<file path="config.mk">
export PLATFORM = sky130hd
export DESIGN_NAME = humidity_temp_frame_decoder
export DESIGN_NICKNAME = d
export VERILOG_FILES = /design/src/htfd_pkg.sv /design/src/htfd_frame.sv /design/src/htfd_scale.sv /design/src/humidity_temp_frame_decoder.sv
export VERILOG_INCLUDE_DIRS = /design/src /design/src/src
export SDC_FILE = /design/constraint.sdc
export NUM_CORES = 1
export LEC_CHECK = 0
export ABC_AREA = 1
export BUFFER_PORTS_ARGS = -buffer_cell sky130_fd_sc_hd__buf_4
export CAP_MARGIN = 15
export CORE_MARGIN = 10
export CORE_UTILIZATION = 60
export CTS_CLUSTER_SIZE = 10
export DETAILED_ROUTE_END_ITERATION = 12
export PLACE_DENSITY = 0.85
export SLEW_MARGIN = 30
export SYNTH_ARGS = -nofsm -noshare
export SYNTH_HDL_FRONTEND = slang
export SYNTH_SLANG_ARGS = --single-unit
</file>
<file path="constraint.sdc">
create_clock -name clk -period 12 [get_ports clk]
set_input_delay 1.2 -clock clk [delete_from_list [all_inputs] [get_ports clk]]
set_output_delay 1.2 -clock clk [all_outputs]
set_load 0.01 [all_outputs]
</file>
<file path="src/humidity_temp_frame_decoder_defines.svh">
// assertion macros for the humidity and temperature frame decoder
`ifndef HUMIDITY_TEMP_FRAME_DECODER_DEFINES_SVH
`define HUMIDITY_TEMP_FRAME_DECODER_DEFINES_SVH

// same-cycle implication, checked outside reset
`define HTFD_ASSERT_NOW(label, ante, cons, msg) \
  label: assert property (@(posedge clk) disable iff (!rst_n) (ante) |-> (cons)) \
    else $error(msg);

// next-cycle implication, checked outside reset
`define HTFD_ASSERT_NEXT(label, ante, cons, msg) \
  label: assert property (@(posedge clk) disable iff (!rst_n) (ante) |=> (cons)) \
    else $error(msg);

`endif

</file>
<file path="src/htfd_pkg.sv">
// shared types, constants and crc function of the frame decoder
`timescale 1ns / 1ps

package htfd_pkg;

  localparam logic [7:0] CRC_POLY = 8'h31;
  localparam logic [7:0] CRC_INIT = 8'hFF;

  // byte positions within a reply frame
  localparam logic [2:0] POS_TEMP_HI  = 3'd0;
  localparam logic [2:0] POS_TEMP_LO  = 3'd1;
  localparam logic [2:0] POS_TEMP_CRC = 3'd2;
  localparam logic [2:0] POS_HUM_HI   = 3'd3;
  localparam logic [2:0] POS_HUM_LO   = 3'd4;
  localparam logic [2:0] POS_HUM_CRC  = 3'd5;
  localparam logic [2:0] FRAME_BYTES  = 3'd6;

  // conversion constants, hundredths
  localparam logic [14:0] TEMP_SPAN   = 15'd17500;
  localparam logic [14:0] TEMP_OFFSET = 15'd4500;
  localparam logic [13:0] HUM_SPAN    = 14'd12500;
  localparam logic [13:0] HUM_OFFSET  = 14'd600;
  localparam logic [13:0] HUM_MAX     = 14'd10000;
  localparam logic [16:0] WORD_MAX    = 17'd65535;

  typedef struct packed {
    logic [15:0] temp_word;
    logic [15:0] hum_word;
    logic        crc_fail;
  } frame_t;

  // one byte through the msb-first crc-8, eight shift steps
  function automatic logic [7:0] crc8_step(input logic [7:0] crc, input logic [7:0] data);
    logic [7:0] c;
    c = crc ^ data;
    for (int k = 0; k < 8; k++) begin
      if (c[7]) begin
        c = {c[6:0], 1'b0} ^ CRC_POLY;
      end else begin
        c = {c[6:0], 1'b0};
      end
    end
    return c;
  endfunction

endpackage

</file>
<file path="src/htfd_frame.sv">
// byte position tracking, crc check and word assembly of a reply frame
`timescale 1ns / 1ps

module htfd_frame
  import htfd_pkg::*;
(
  input  logic       clk,
  input  logic       rst_n,
  input  logic       in_valid,
  output logic       in_ready,
  input  logic [7:0] in_byte,
  input  logic       in_start,
  output logic       fr_valid,
  output frame_t     fr_data,
  input  logic       fr_take
);

  logic [2:0]  pos_r, pos_nxt;
  logic [7:0]  crc_r, crc_nxt;
  logic [15:0] temp_r, temp_nxt;
  logic [15:0] hum_r, hum_nxt;
  logic        fail_r, fail_nxt;
  logic        fr_valid_r, fr_valid_nxt;
  frame_t      fr_data_r, fr_data_nxt;

  logic       accept;
  logic [2:0] pos;
  logic [7:0] crc_base;
  logic       fail_base;

  assign in_ready = !fr_valid_r || fr_take;
  assign accept   = in_valid && in_ready;

  always_comb begin
    pos       = (in_start || pos_r >= FRAME_BYTES) ? POS_TEMP_HI : pos_r;
    crc_base  = (pos == POS_TEMP_HI) ? CRC_INIT : crc_r;
    fail_base = (pos == POS_TEMP_HI) ? 1'b0 : fail_r;

    pos_nxt      = pos_r;
    crc_nxt      = crc_r;
    temp_nxt     = temp_r;
    hum_nxt      = hum_r;
    fail_nxt     = fail_r;
    fr_data_nxt  = fr_data_r;
    fr_valid_nxt = fr_take ? 1'b0 : fr_valid_r;

    if (accept) begin
      crc_nxt  = crc8_step(crc_base, in_byte);
      fail_nxt = fail_base;
      unique case (pos) inside
        POS_TEMP_HI: temp_nxt = {in_byte, temp_r[7:0]};
        POS_TEMP_LO: temp_nxt = {temp_r[15:8], in_byte};
        POS_HUM_HI:  hum_nxt  = {in_byte, hum_r[7:0]};
        POS_HUM_LO:  hum_nxt  = {hum_r[15:8], in_byte};
        POS_TEMP_CRC, POS_HUM_CRC: begin
          fail_nxt = fail_base | (crc_base != in_byte);
          crc_nxt  = CRC_INIT;
        end
        default: crc_nxt = CRC_INIT;
      endcase

      if (pos == POS_HUM_CRC) begin
        fr_data_nxt  = '{temp_word: temp_r, hum_word: hum_r, crc_fail: fail_nxt};
        fr_valid_nxt = 1'b1;
        fail_nxt     = 1'b0;
        pos_nxt      = POS_TEMP_HI;
      end else begin
        pos_nxt = pos + 3'd1;
      end
    end
  end

  always_ff @(posedge clk) begin
    if (!rst_n) begin
      pos_r      <= POS_TEMP_HI;
      crc_r      <= CRC_INIT;
      temp_r     <= '0;
      hum_r      <= '0;
      fail_r     <= 1'b0;
      fr_valid_r <= 1'b0;
    end else begin
      pos_r      <= pos_nxt;
      crc_r      <= crc_nxt;
      temp_r     <= temp_nxt;
      hum_r      <= hum_nxt;
      fail_r     <= fail_nxt;
      fr_valid_r <= fr_valid_nxt;
    end
  end

  always_ff @(posedge clk) begin
    fr_data_r <= fr_data_nxt;
  end

  assign fr_valid = fr_valid_r;
  assign fr_data  = fr_data_r;

endmodule

</file>
<file path="src/htfd_scale.sv">
// raw word scaling to hundredths: product stage then divide and clamp stage
`timescale 1ns / 1ps

module htfd_scale
  import htfd_pkg::*;
(
  input  logic               clk,
  input  logic               rst_n,
  input  logic               fr_valid,
  input  frame_t             fr_data,
  output logic               fr_take,
  output logic               prod_valid,
  output logic               res_valid,
  input  logic               res_ready,
  output logic signed [14:0] res_temp,
  output logic [13:0]        res_hum,
  output logic [15:0]        res_temp_word,
  output logic [15:0]        res_hum_word,
  output logic               res_fail
);

  logic        p_valid_r, p_valid_nxt;
  logic [30:0] t_prod_r;
  logic [29:0] h_prod_r;
  frame_t      p_frame_r;

  logic               out_valid_r, out_valid_nxt;
  logic signed [14:0] out_temp_r;
  logic [13:0]        out_hum_r;
  logic [15:0]        out_tword_r;
  logic [15:0]        out_hword_r;
  logic               out_fail_r;

  logic out_load, p_adv;

  logic [14:0] t_hi, t_q;
  logic [15:0] t_lo, h_lo;
  logic [16:0] t_sum, h_sum;
  logic [13:0] h_hi, h_q;
  logic signed [14:0] temp_c;
  logic [13:0]        hum_c;

  assign out_load    = p_valid_r && (!out_valid_r || res_ready);
  assign p_adv       = !p_valid_r || out_load;
  assign fr_take     = fr_valid && p_adv;
  assign p_valid_nxt = p_adv ? fr_valid : p_valid_r;

  always_comb begin
    if (out_load) begin
      out_valid_nxt = 1'b1;
    end else if (res_ready) begin
      out_valid_nxt = 1'b0;
    end else begin
      out_valid_nxt = out_valid_r;
    end
  end

  // x / 65535 with x = hi*65536 + lo: hi plus one when hi + lo reaches 65535
  always_comb begin
    t_hi  = t_prod_r[30:16];
    t_lo  = t_prod_r[15:0];
    t_sum = {2'b00, t_hi} + {1'b0, t_lo};
    t_q   = t_hi + 15'(t_sum >= WORD_MAX);

    h_hi  = h_prod_r[29:16];
    h_lo  = h_prod_r[15:0];
    h_sum = {3'b000, h_hi} + {1'b0, h_lo};
    h_q   = h_hi + 14'(h_sum >= WORD_MAX);

    temp_c = $signed(t_q - TEMP_OFFSET);
    if (h_q < HUM_OFFSET) begin
      hum_c = '0;
    end else if (h_q - HUM_OFFSET > HUM_MAX) begin
      hum_c = HUM_MAX;
    end else begin
      hum_c = h_q - HUM_OFFSET;
    end
  end

  always_ff @(posedge clk) begin
    if (!rst_n) begin
      p_valid_r   <= 1'b0;
      out_valid_r <= 1'b0;
    end else begin
      p_valid_r   <= p_valid_nxt;
      out_valid_r <= out_valid_nxt;
    end
  end

  always_ff @(posedge clk) begin
    if (fr_take) begin
      t_prod_r  <= 31'(TEMP_SPAN) * 31'(fr_data.temp_word);
      h_prod_r  <= 30'(HUM_SPAN) * 30'(fr_data.hum_word);
      p_frame_r <= fr_data;
    end
    if (out_load) begin
      out_temp_r  <= p_frame_r.crc_fail ? '0 : temp_c;
      out_hum_r   <= p_frame_r.crc_fail ? '0 : hum_c;
      out_tword_r <= p_frame_r.temp_word;
      out_hword_r <= p_frame_r.hum_word;
      out_fail_r  <= p_frame_r.crc_fail;
    end
  end

  assign prod_valid    = p_valid_r;
  assign res_valid     = out_valid_r;
  assign res_temp      = out_temp_r;
  assign res_hum       = out_hum_r;
  assign res_temp_word = out_tword_r;
  assign res_hum_word  = out_hword_r;
  assign res_fail      = out_fail_r;

endmodule

</file>
<file path="src/humidity_temp_frame_decoder.sv">
// top level of the humidity and temperature reply frame decoder
`timescale 1ns / 1ps
`include "humidity_temp_frame_decoder_defines.svh"

// channel   dir  payload
// in_*      in   tdata: rx_byte; tuser: frame_start
// out_*     out  tdata: temperature_centi, humidity_centi, temperature_word,
//                humidity_word; tuser: status
//
// one byte transfer per cycle while in_tready is high; the edge that takes the sixth
// byte loads the frame register, and the frame then moves through the product and
// result registers in that order before out_tvalid rises and a result can transfer
// three stage registers with their own valid bits absorb a stalled output,
// so bytes keep flowing until every stage holds a finished frame
// synchronous active-low reset clears byte position, crc and all valids

module humidity_temp_frame_decoder
  import htfd_pkg::*;
(
  input  logic        clk,
  input  logic        rst_n,
  // byte input
  input  logic        in_tvalid,
  output logic        in_tready,
  input  logic [7:0]  in_tdata,   // [7:0] rx_byte
  input  logic [0:0]  in_tuser,   // [0] frame_start
  // decoded result
  output logic        out_tvalid,
  input  logic        out_tready,
  output logic [63:0] out_tdata,  // [14:0] temperature_centi, [28:15] humidity_centi,
                                  // [44:29] temperature_word, [60:45] humidity_word,
                                  // [63:61] zero
  output logic [0:0]  out_tuser   // [0] status, crc mismatch
);

  // frame register to product stage
  logic   fr_valid;
  frame_t fr_data;
  logic   fr_take;
  logic   prod_valid;

  // result register fields
  logic signed [14:0] res_temp;
  logic [13:0]        res_hum;
  logic [15:0]        res_temp_word;
  logic [15:0]        res_hum_word;
  logic               res_fail;

  // byte tracking and crc checking
  htfd_frame u_frame (
    .clk      (clk),
    .rst_n    (rst_n),
    .in_valid (in_tvalid),
    .in_ready (in_tready),
    .in_byte  (in_tdata),
    .in_start (in_tuser[0]),
    .fr_valid (fr_valid),
    .fr_data  (fr_data),
    .fr_take  (fr_take)
  );

  // scaling to hundredths and the result register
  htfd_scale u_scale (
    .clk           (clk),
    .rst_n         (rst_n),
    .fr_valid      (fr_valid),
    .fr_data       (fr_data),
    .fr_take       (fr_take),
    .prod_valid    (prod_valid),
    .res_valid     (out_tvalid),
    .res_ready     (out_tready),
    .res_temp      (res_temp),
    .res_hum       (res_hum),
    .res_temp_word (res_temp_word),
    .res_hum_word  (res_hum_word),
    .res_fail      (res_fail)
  );

  // pack result fields, lowest field first
  assign out_tdata = {3'b000, res_hum_word, res_temp_word, res_hum, res_temp};
  assign out_tuser = res_fail;

  // a crc failure forces both converted values to zero
  `HTFD_ASSERT_NOW(a_fail_zero, out_tvalid && out_tuser[0], out_tdata[28:0] == 29'd0, "crc failure with nonzero values")

  // humidity never leaves its clamp range
  `HTFD_ASSERT_NOW(a_hum_clamp, out_tvalid, out_tdata[28:15] <= 14'd10000, "humidity above clamp")

  // a new result only appears after the product stage held one
  `HTFD_ASSERT_NOW(a_out_from_prod, out_tvalid && !$past(out_tvalid), $past(prod_valid), "result without product stage")

endmodule
</file>
After elaboration in Yosys (flattened, before gate mapping)
Cells that the tools add are included.

Latch bits: 0. Register bits after elaboration: 232. Bits in read-only memories: 0. RAM bits: 0. Logic and storage cells: 109. Memories kept: 0. Input bits: 13. Output and inout port bits: 67.

Equality and inequality tests: 6. Order comparisons: 5. $add $sub $neg: 7. Bitwise logic cells: 14. Shift-type cells: 0. Divide/modulo/power cells: 0. Multiplexer cells: 30. Multipliers: 2. Reduce and logical (&&, ||, !) cells: 21.

Operators by type and width (count): $mux 8 (9); $pmux 16 s2 (2); $mux 6 (8); $ge 17x16->1 const B (2); $mul 13x16->29 const A (1); $mul 12x16->28 const A (1); $not 3->3 (8); $add 14x16->17 (1); $add 15x16->17 (1); $add 15x1->15 (1); $sub 15x13->15 const B (1); $add 14x1->14 (1); $gt 14x14->1 const B (1); $lt 14x10->1 const B (1); $mux 14 (1); $sub 14x10->14 const B (1); $reduce_and 3->1 (4); $mux 1 (8); $ne 8x8->1 (1); $xor 8x8->8 (1); $eq 3x2->1 const B (2); $eq 3x3->1 const B (2); $mux 3 (2); $logic_or 1x1->1 (4); other kinds (13) (21).

Longest topological paths before layout
Depth after elaboration: 30. Depth in mapped cells: 37.

By module
From an unflattened synthesis, not the netlist that was laid out.

Cell total of the unflattened synthesis: 1766. Area, all modules: 16789.9 µm².

Modules (own cells, without submodules): htfd_scale (area an instance 13601.8 µm², times used 1, cells an instance 1413); htfd_frame (area an instance 3161.8 µm², times used 1, cells an instance 349); humidity_temp_frame_decoder (area an instance 26.3 µm², times used 1, cells an instance 4).

Worst setup path after synthesis
OpenSTA, ideal clock, no wires.

Kind: input-to-reg. From: input out_tready. To: register u_scale.out_fail_r, in the netlist u_scale.res_fail, enable pin. Arrival time: 4237 ps. Setup slack: 7261 ps. Required time: 11498 ps. Stages on the path: 2. Setup time: 502 ps. Cells stage by stage: inv_1 > a21oi_1.

Word-level cells in the longest chain between the ends: 2.

Ends and longest elaborated chain: start, declared (line humidity_temp_frame_decoder.sv:29) `input logic out_tready,`; $logic_or 1x1->1 (line htfd_scale.sv:43) `assign out_load = p_valid_r && (!out_valid_r || res_ready);`; $logic_and 1x1->1 (line htfd_scale.sv:43); named net u_scale.out_load (line htfd_scale.sv:34) `logic out_load, p_adv;`; end signal, assigned (line htfd_scale.sv:101) `out_fail_r <= p_frame_r.crc_fail;`; end, declared (line htfd_scale.sv:32) `logic out_fail_r;`.

The timed path passes the listed nets, and every way through them passes these cells. A chain may end at the register's enable or synchronous reset.

Final worst setup path
From: register u_frame.fr_data_r (netlist bit u_frame.fr_data[8]). To: register u_scale.h_prod_r[28], data pin.

Word-level cells in the longest chain between the ends: 1.

Ends and longest elaborated chain: start, declared (line htfd_frame.sv:24) `frame_t fr_data_r, fr_data_nxt;`; start signal, assigned (line htfd_frame.sv:92) `fr_data_r <= fr_data_nxt;`; $mul 12x16->28 (line htfd_scale.sv:93) `h_prod_r <= 30'(HUM_SPAN) * 30'(fr_data.hum_word);`; end signal, assigned (line htfd_scale.sv:93); end, declared (line htfd_scale.sv:24) `logic [29:0] h_prod_r;`.

Every way passes these cells.

==> summary.md <==
| Metric | Value |
|---|---|
| Root buf cell | `clkbuf_16` |
| Top delay family on crit path | `adder cells` |
| Vias | `11900` |
| Setup TNS | `0 ns` |
| CTS Buf Count | `27` |
| IO Pins | `80` |
| Flops & latches, synth | `229` |
| Fmax | `214 MHz` |
| Worst Hold Depth | `0` |
| Chip width | `187 um` |
| Seq pwr share | `52.7%` |
| Worst hold start | `u_scale.p_frame_r[27]$_DFFE_PP_` |
| Starting DRT DRC Count | `795` |
| Crit path time final | `4.68 ns` |
| Clk pwr share | `44.0%` |
| Largest net degree at the start of global routing | `67` |
| Placed Cells incl. Taps | `2172` |
| Final worst path period share | `39.0%` |
| Measured slew at the worst slew-check pin | `0.907 ns` |
| Post-synth EDFFs | `182` |
| Synth area leader | `edfxtp_1` |
| Distinct cell type count after synthesis | `49` |
| WP buf/inv | `2` |
| Routed wire length | `35600 um` |
| VDD IR-drop max | `0.0888 mV` |
| Clk buf depth | `3` |
| Initial Util | `60.5%` |
| Pre-CTS setup slack | `7.34 ns` |
| CP max FO | `5` |
| CP Class | `reg -> reg` |
| Synth Area per Inst | `9.68 um^2` |
| Post-synth ARST share | `0%` |
| Via-to-Cell Ratio | `5.39` |
| Top cell type's share of synthesized area | `32.7%` |
| WHS | `0.417 ns` |
| Routed len/inst | `16.1 um` |
| Seq/Total Area, Yosys | `38.3%` |
| Worst Hold Class | `reg -> reg` |
| Layout cell share with drive strength beyond 1 | `9.42%` |
| Clock-pin slew on the worst setup and hold paths | `0.06 ns` |
| Die H | `187 um` |
| Gr ovfl total | `0` |
| Fin. max-slew vios | `0` |
| Slowest cell delay on critical path | `0.53 ns` |
| Hold-fix buffers, CTS | `0` |
| R2r endpoint | `u_scale.h_prod_r[28]$_DFFE_PP_` |
| Clock sink count | `229` |
| Compound-Gate Fraction of Synth Area | `7.47%` |
| Worst Path Required | `12.27 ns` |
| Fin worst setup slack | `7.32 ns` |
| LEAKAGE | `9.00 nW` |
| Final setup skew | `0.0250 ns` |
| Final setup vio count | `0` |
| Die area | `35000 um^2` |
| Post-synthesis simple-gate area fraction | `13.9%` |
| XOR/XNOR Fraction of Synth Area | `3.94%` |
| DRT Pass-1 Iters | `5` |
| Crit-path most repeated cell | `nand3_1` |
| Final #Nets | `2157` |
| Finished Layout Cells | `2214` |
| Synth Cell Area | `16700 um^2` |
| Hold path endpoint | `u_scale.res_temp_word[10]$_DFFE_PP_` |
| Crit-path slowest cell | `fa_1` |
| Total of max-cap violations | `0` |
| Psw | `0.339 mW` |
| Sw Share | `20.8%` |
| CP startpoint kind | `register` |
| Post-Synth Adder-Cell Area | `28.1%` |
| Total power draw | `1.63 mW` |
| Rel. slew slack | `39.5%` |
| Reg2Reg Launch Point | `u_frame.fr_data[8]$_DFFE_PP_` |
| Combinational share of power | `3.3%` |
| Crit-path cells | `ha_1 > ha_1 > inv_1 > fa_1 > inv_1 > fa_1 > fa_1 > ha_1 > nand2_1 > nor2_1 > nor3b_1 > nand4_1 > nand3_1 > nand3_1 > nand2_1 > nand3_1 > nand3_1 > xor2_1` |
| Final Wtd Congestion | `0.951` |
| Reg2Reg Depth | `18` |
| Ranking of synthesized cells by area | `edfxtp_1 33%, ha_1 17%, fa_1 11%` |
| H-tree depth | `1` |
| Worst-Skew Late Latency | `0.54 ns` |
| Primary FF master, synth | `edfxtp_1` |
| Mapped Cells | `1727` |
| Fin. Hold Viols | `0` |
| Internal power | `1.29 mW` |
| Largest family of logic cells by synthesized area | `adder cells` |
| PD cells | `88.0 nW/um^2` |
| Number of diodes | `0` |
| Row cnt | `61` |
| IO Port Bufs | `76` |
| Vias in the first global route | `12500` |
| Initial antenna violation count | `0` |
| Core area | `27600 um^2` |
| Post_cts resized | `0` |
| WP data arrival | `4.95 ns` |
| Post-synthesis mux area share | `0%` |
| Synthesis warning total | `0` |
| Post-route cell area | `18500 um^2` |
| Crit path capture type | `register` |
| Layout Area Growth over Synthesis | `10.6%` |
| Post-route ant nets | `0` |
| # Post-CTS Setup Buffers | `0` |
| Status | `finished, final reports clean` |
| CTS tree | `built` |
| Post-layout util | `67.0%` |
| Area after DPL | `17700 um^2` |
| HPWL after DPL | `28300 um` |
| Global-route wire length before repair | `59800 um` |
| Total GRT Usage | `20.4%` |
| DRC | `0` |
| Flop2flop setup slack | `7.32 ns` |
| RSZ-0062 raised after global routing | `false` |
==> cells in the final DEF (no fill, tap or decap), types with 8 or more instances in the layout <==
cell and count:
a21oi_1 113, a31oi_1 8, buf_4 79, clkbuf_1 11
clkbuf_16 27, dfxtp_1 47, edfxtp_1 182, fa_1 91
ha_1 230, inv_1 343, nand2_1 249, nand2_2 14
nand3_1 72, nand3_2 8, nand4_1 22, nor2_1 94
nor2_2 12, nor3_1 16, o21ai_0 74, or2_2 8
xnor2_1 18, xor2_1 48
==> logic make-up after synthesis <==
logic type / after synthesis
adders and majority gates: 321
DFF: 229
xor gates and xnor gates: 71
and+or+nand+nor: 514
other: 1
AOI/OAI and AO/OA: 229
buffers and inverters: 362
==> worst max-delay path by stage <==
stage | endpoint | slack, ns | cells past startpoint | from
3_3_place_gp | u_scale.h_prod_r[28]$_DFFE_PP_ | 7.40 | 18 | u_frame.fr_data[9]$_DFFE_PP_
4_1_cts | u_scale.h_prod_r[28]$_DFFE_PP_ | 7.32 | 18 | u_frame.fr_data[8]$_DFFE_PP_
2_1_floorplan | u_scale.res_fail$_DFFE_PP_ | 7.26 | 2 | out_tready
5_1_grt | u_scale.res_hum[11]$_SDFFCE_PP0P_ | 6.94 | 31 | u_scale.h_prod_r[18]$_DFFE_PP_
3_5_place_dp | u_scale.h_prod_r[28]$_DFFE_PP_ | 7.34 | 18 | u_frame.fr_data[8]$_DFFE_PP_
6_report | u_scale.h_prod_r[28]$_DFFE_PP_ | 7.32 | 18 | u_frame.fr_data[8]$_DFFE_PP_
==> final cells by class <==
class	count	area, um^2
fill	2105	9130
multi-input combinational	1138	8970
sequential	229	6410
inverter	348	1310
clock buffer	39	731
timing repair buffer	79	593
tap	378	473
clock inverter	3	17.5
==> routing by layer <==
metal,GRT usage [%],routed length [um]
met1,25.3,15600
met2,35.4,17100
met3,3.34,1760
met4,7.26,1100
met5,0,0
==> state kept, by name, indices dropped and copies added (netlist names) <==
register / count
u_scale.res_hum: 14
u_scale.t_prod_r: 28
u_scale.res_temp: 15
u_scale.res_temp_word: 16
u_frame.fr_data: 33
u_scale.res_valid: 1
u_scale.prod_valid: 1
u_scale.res_hum_word: 16
u_frame.fr_valid: 1
u_frame.fail_r: 1
u_frame.temp_r: 16
u_scale.p_frame_r: 33
u_scale.res_fail: 1
u_frame.hum_r: 16
u_frame.pos_r: 3
u_frame.crc_r: 8
u_scale.h_prod_r: 26
==> power groups by stage <==
stage	Sequential, mW	Clock [mW]	Combinational (mW)
floorplan	0.873	0	0.0398
global placement	0.874	0	0.0520
detailed placement	0.874	0	0.0532
CTS	0.858	0.728	0.0535
global route	0.858	0.760	0.0608
finish	0.858	0.715	0.0537
==> cell usage after synthesis (7+ instances only) <==
| cell type | count |
|---|---|
| inv_1 | 344 |
| nand2_1 | 249 |
| ha_1 | 230 |
| edfxtp_1 | 182 |
| a21oi_1 | 114 |
| nor2_1 | 94 |
| fa_1 | 91 |
| o21ai_0 | 74 |
| nand3_1 | 72 |
| xor2_1 | 48 |
| dfxtp_1 | 47 |
| nand4_1 | 22 |
| nor3_1 | 18 |
| xnor2_1 | 18 |
| nand2_2 | 14 |
| nor2_2 | 12 |
| a31oi_1 | 8 |
| clkbuf_1 | 8 |
| nand3_2 | 8 |
| or2_2 | 8 |
| a21o_1 | 7 |
Note: power is estimated with default switching activity, not from simulation.
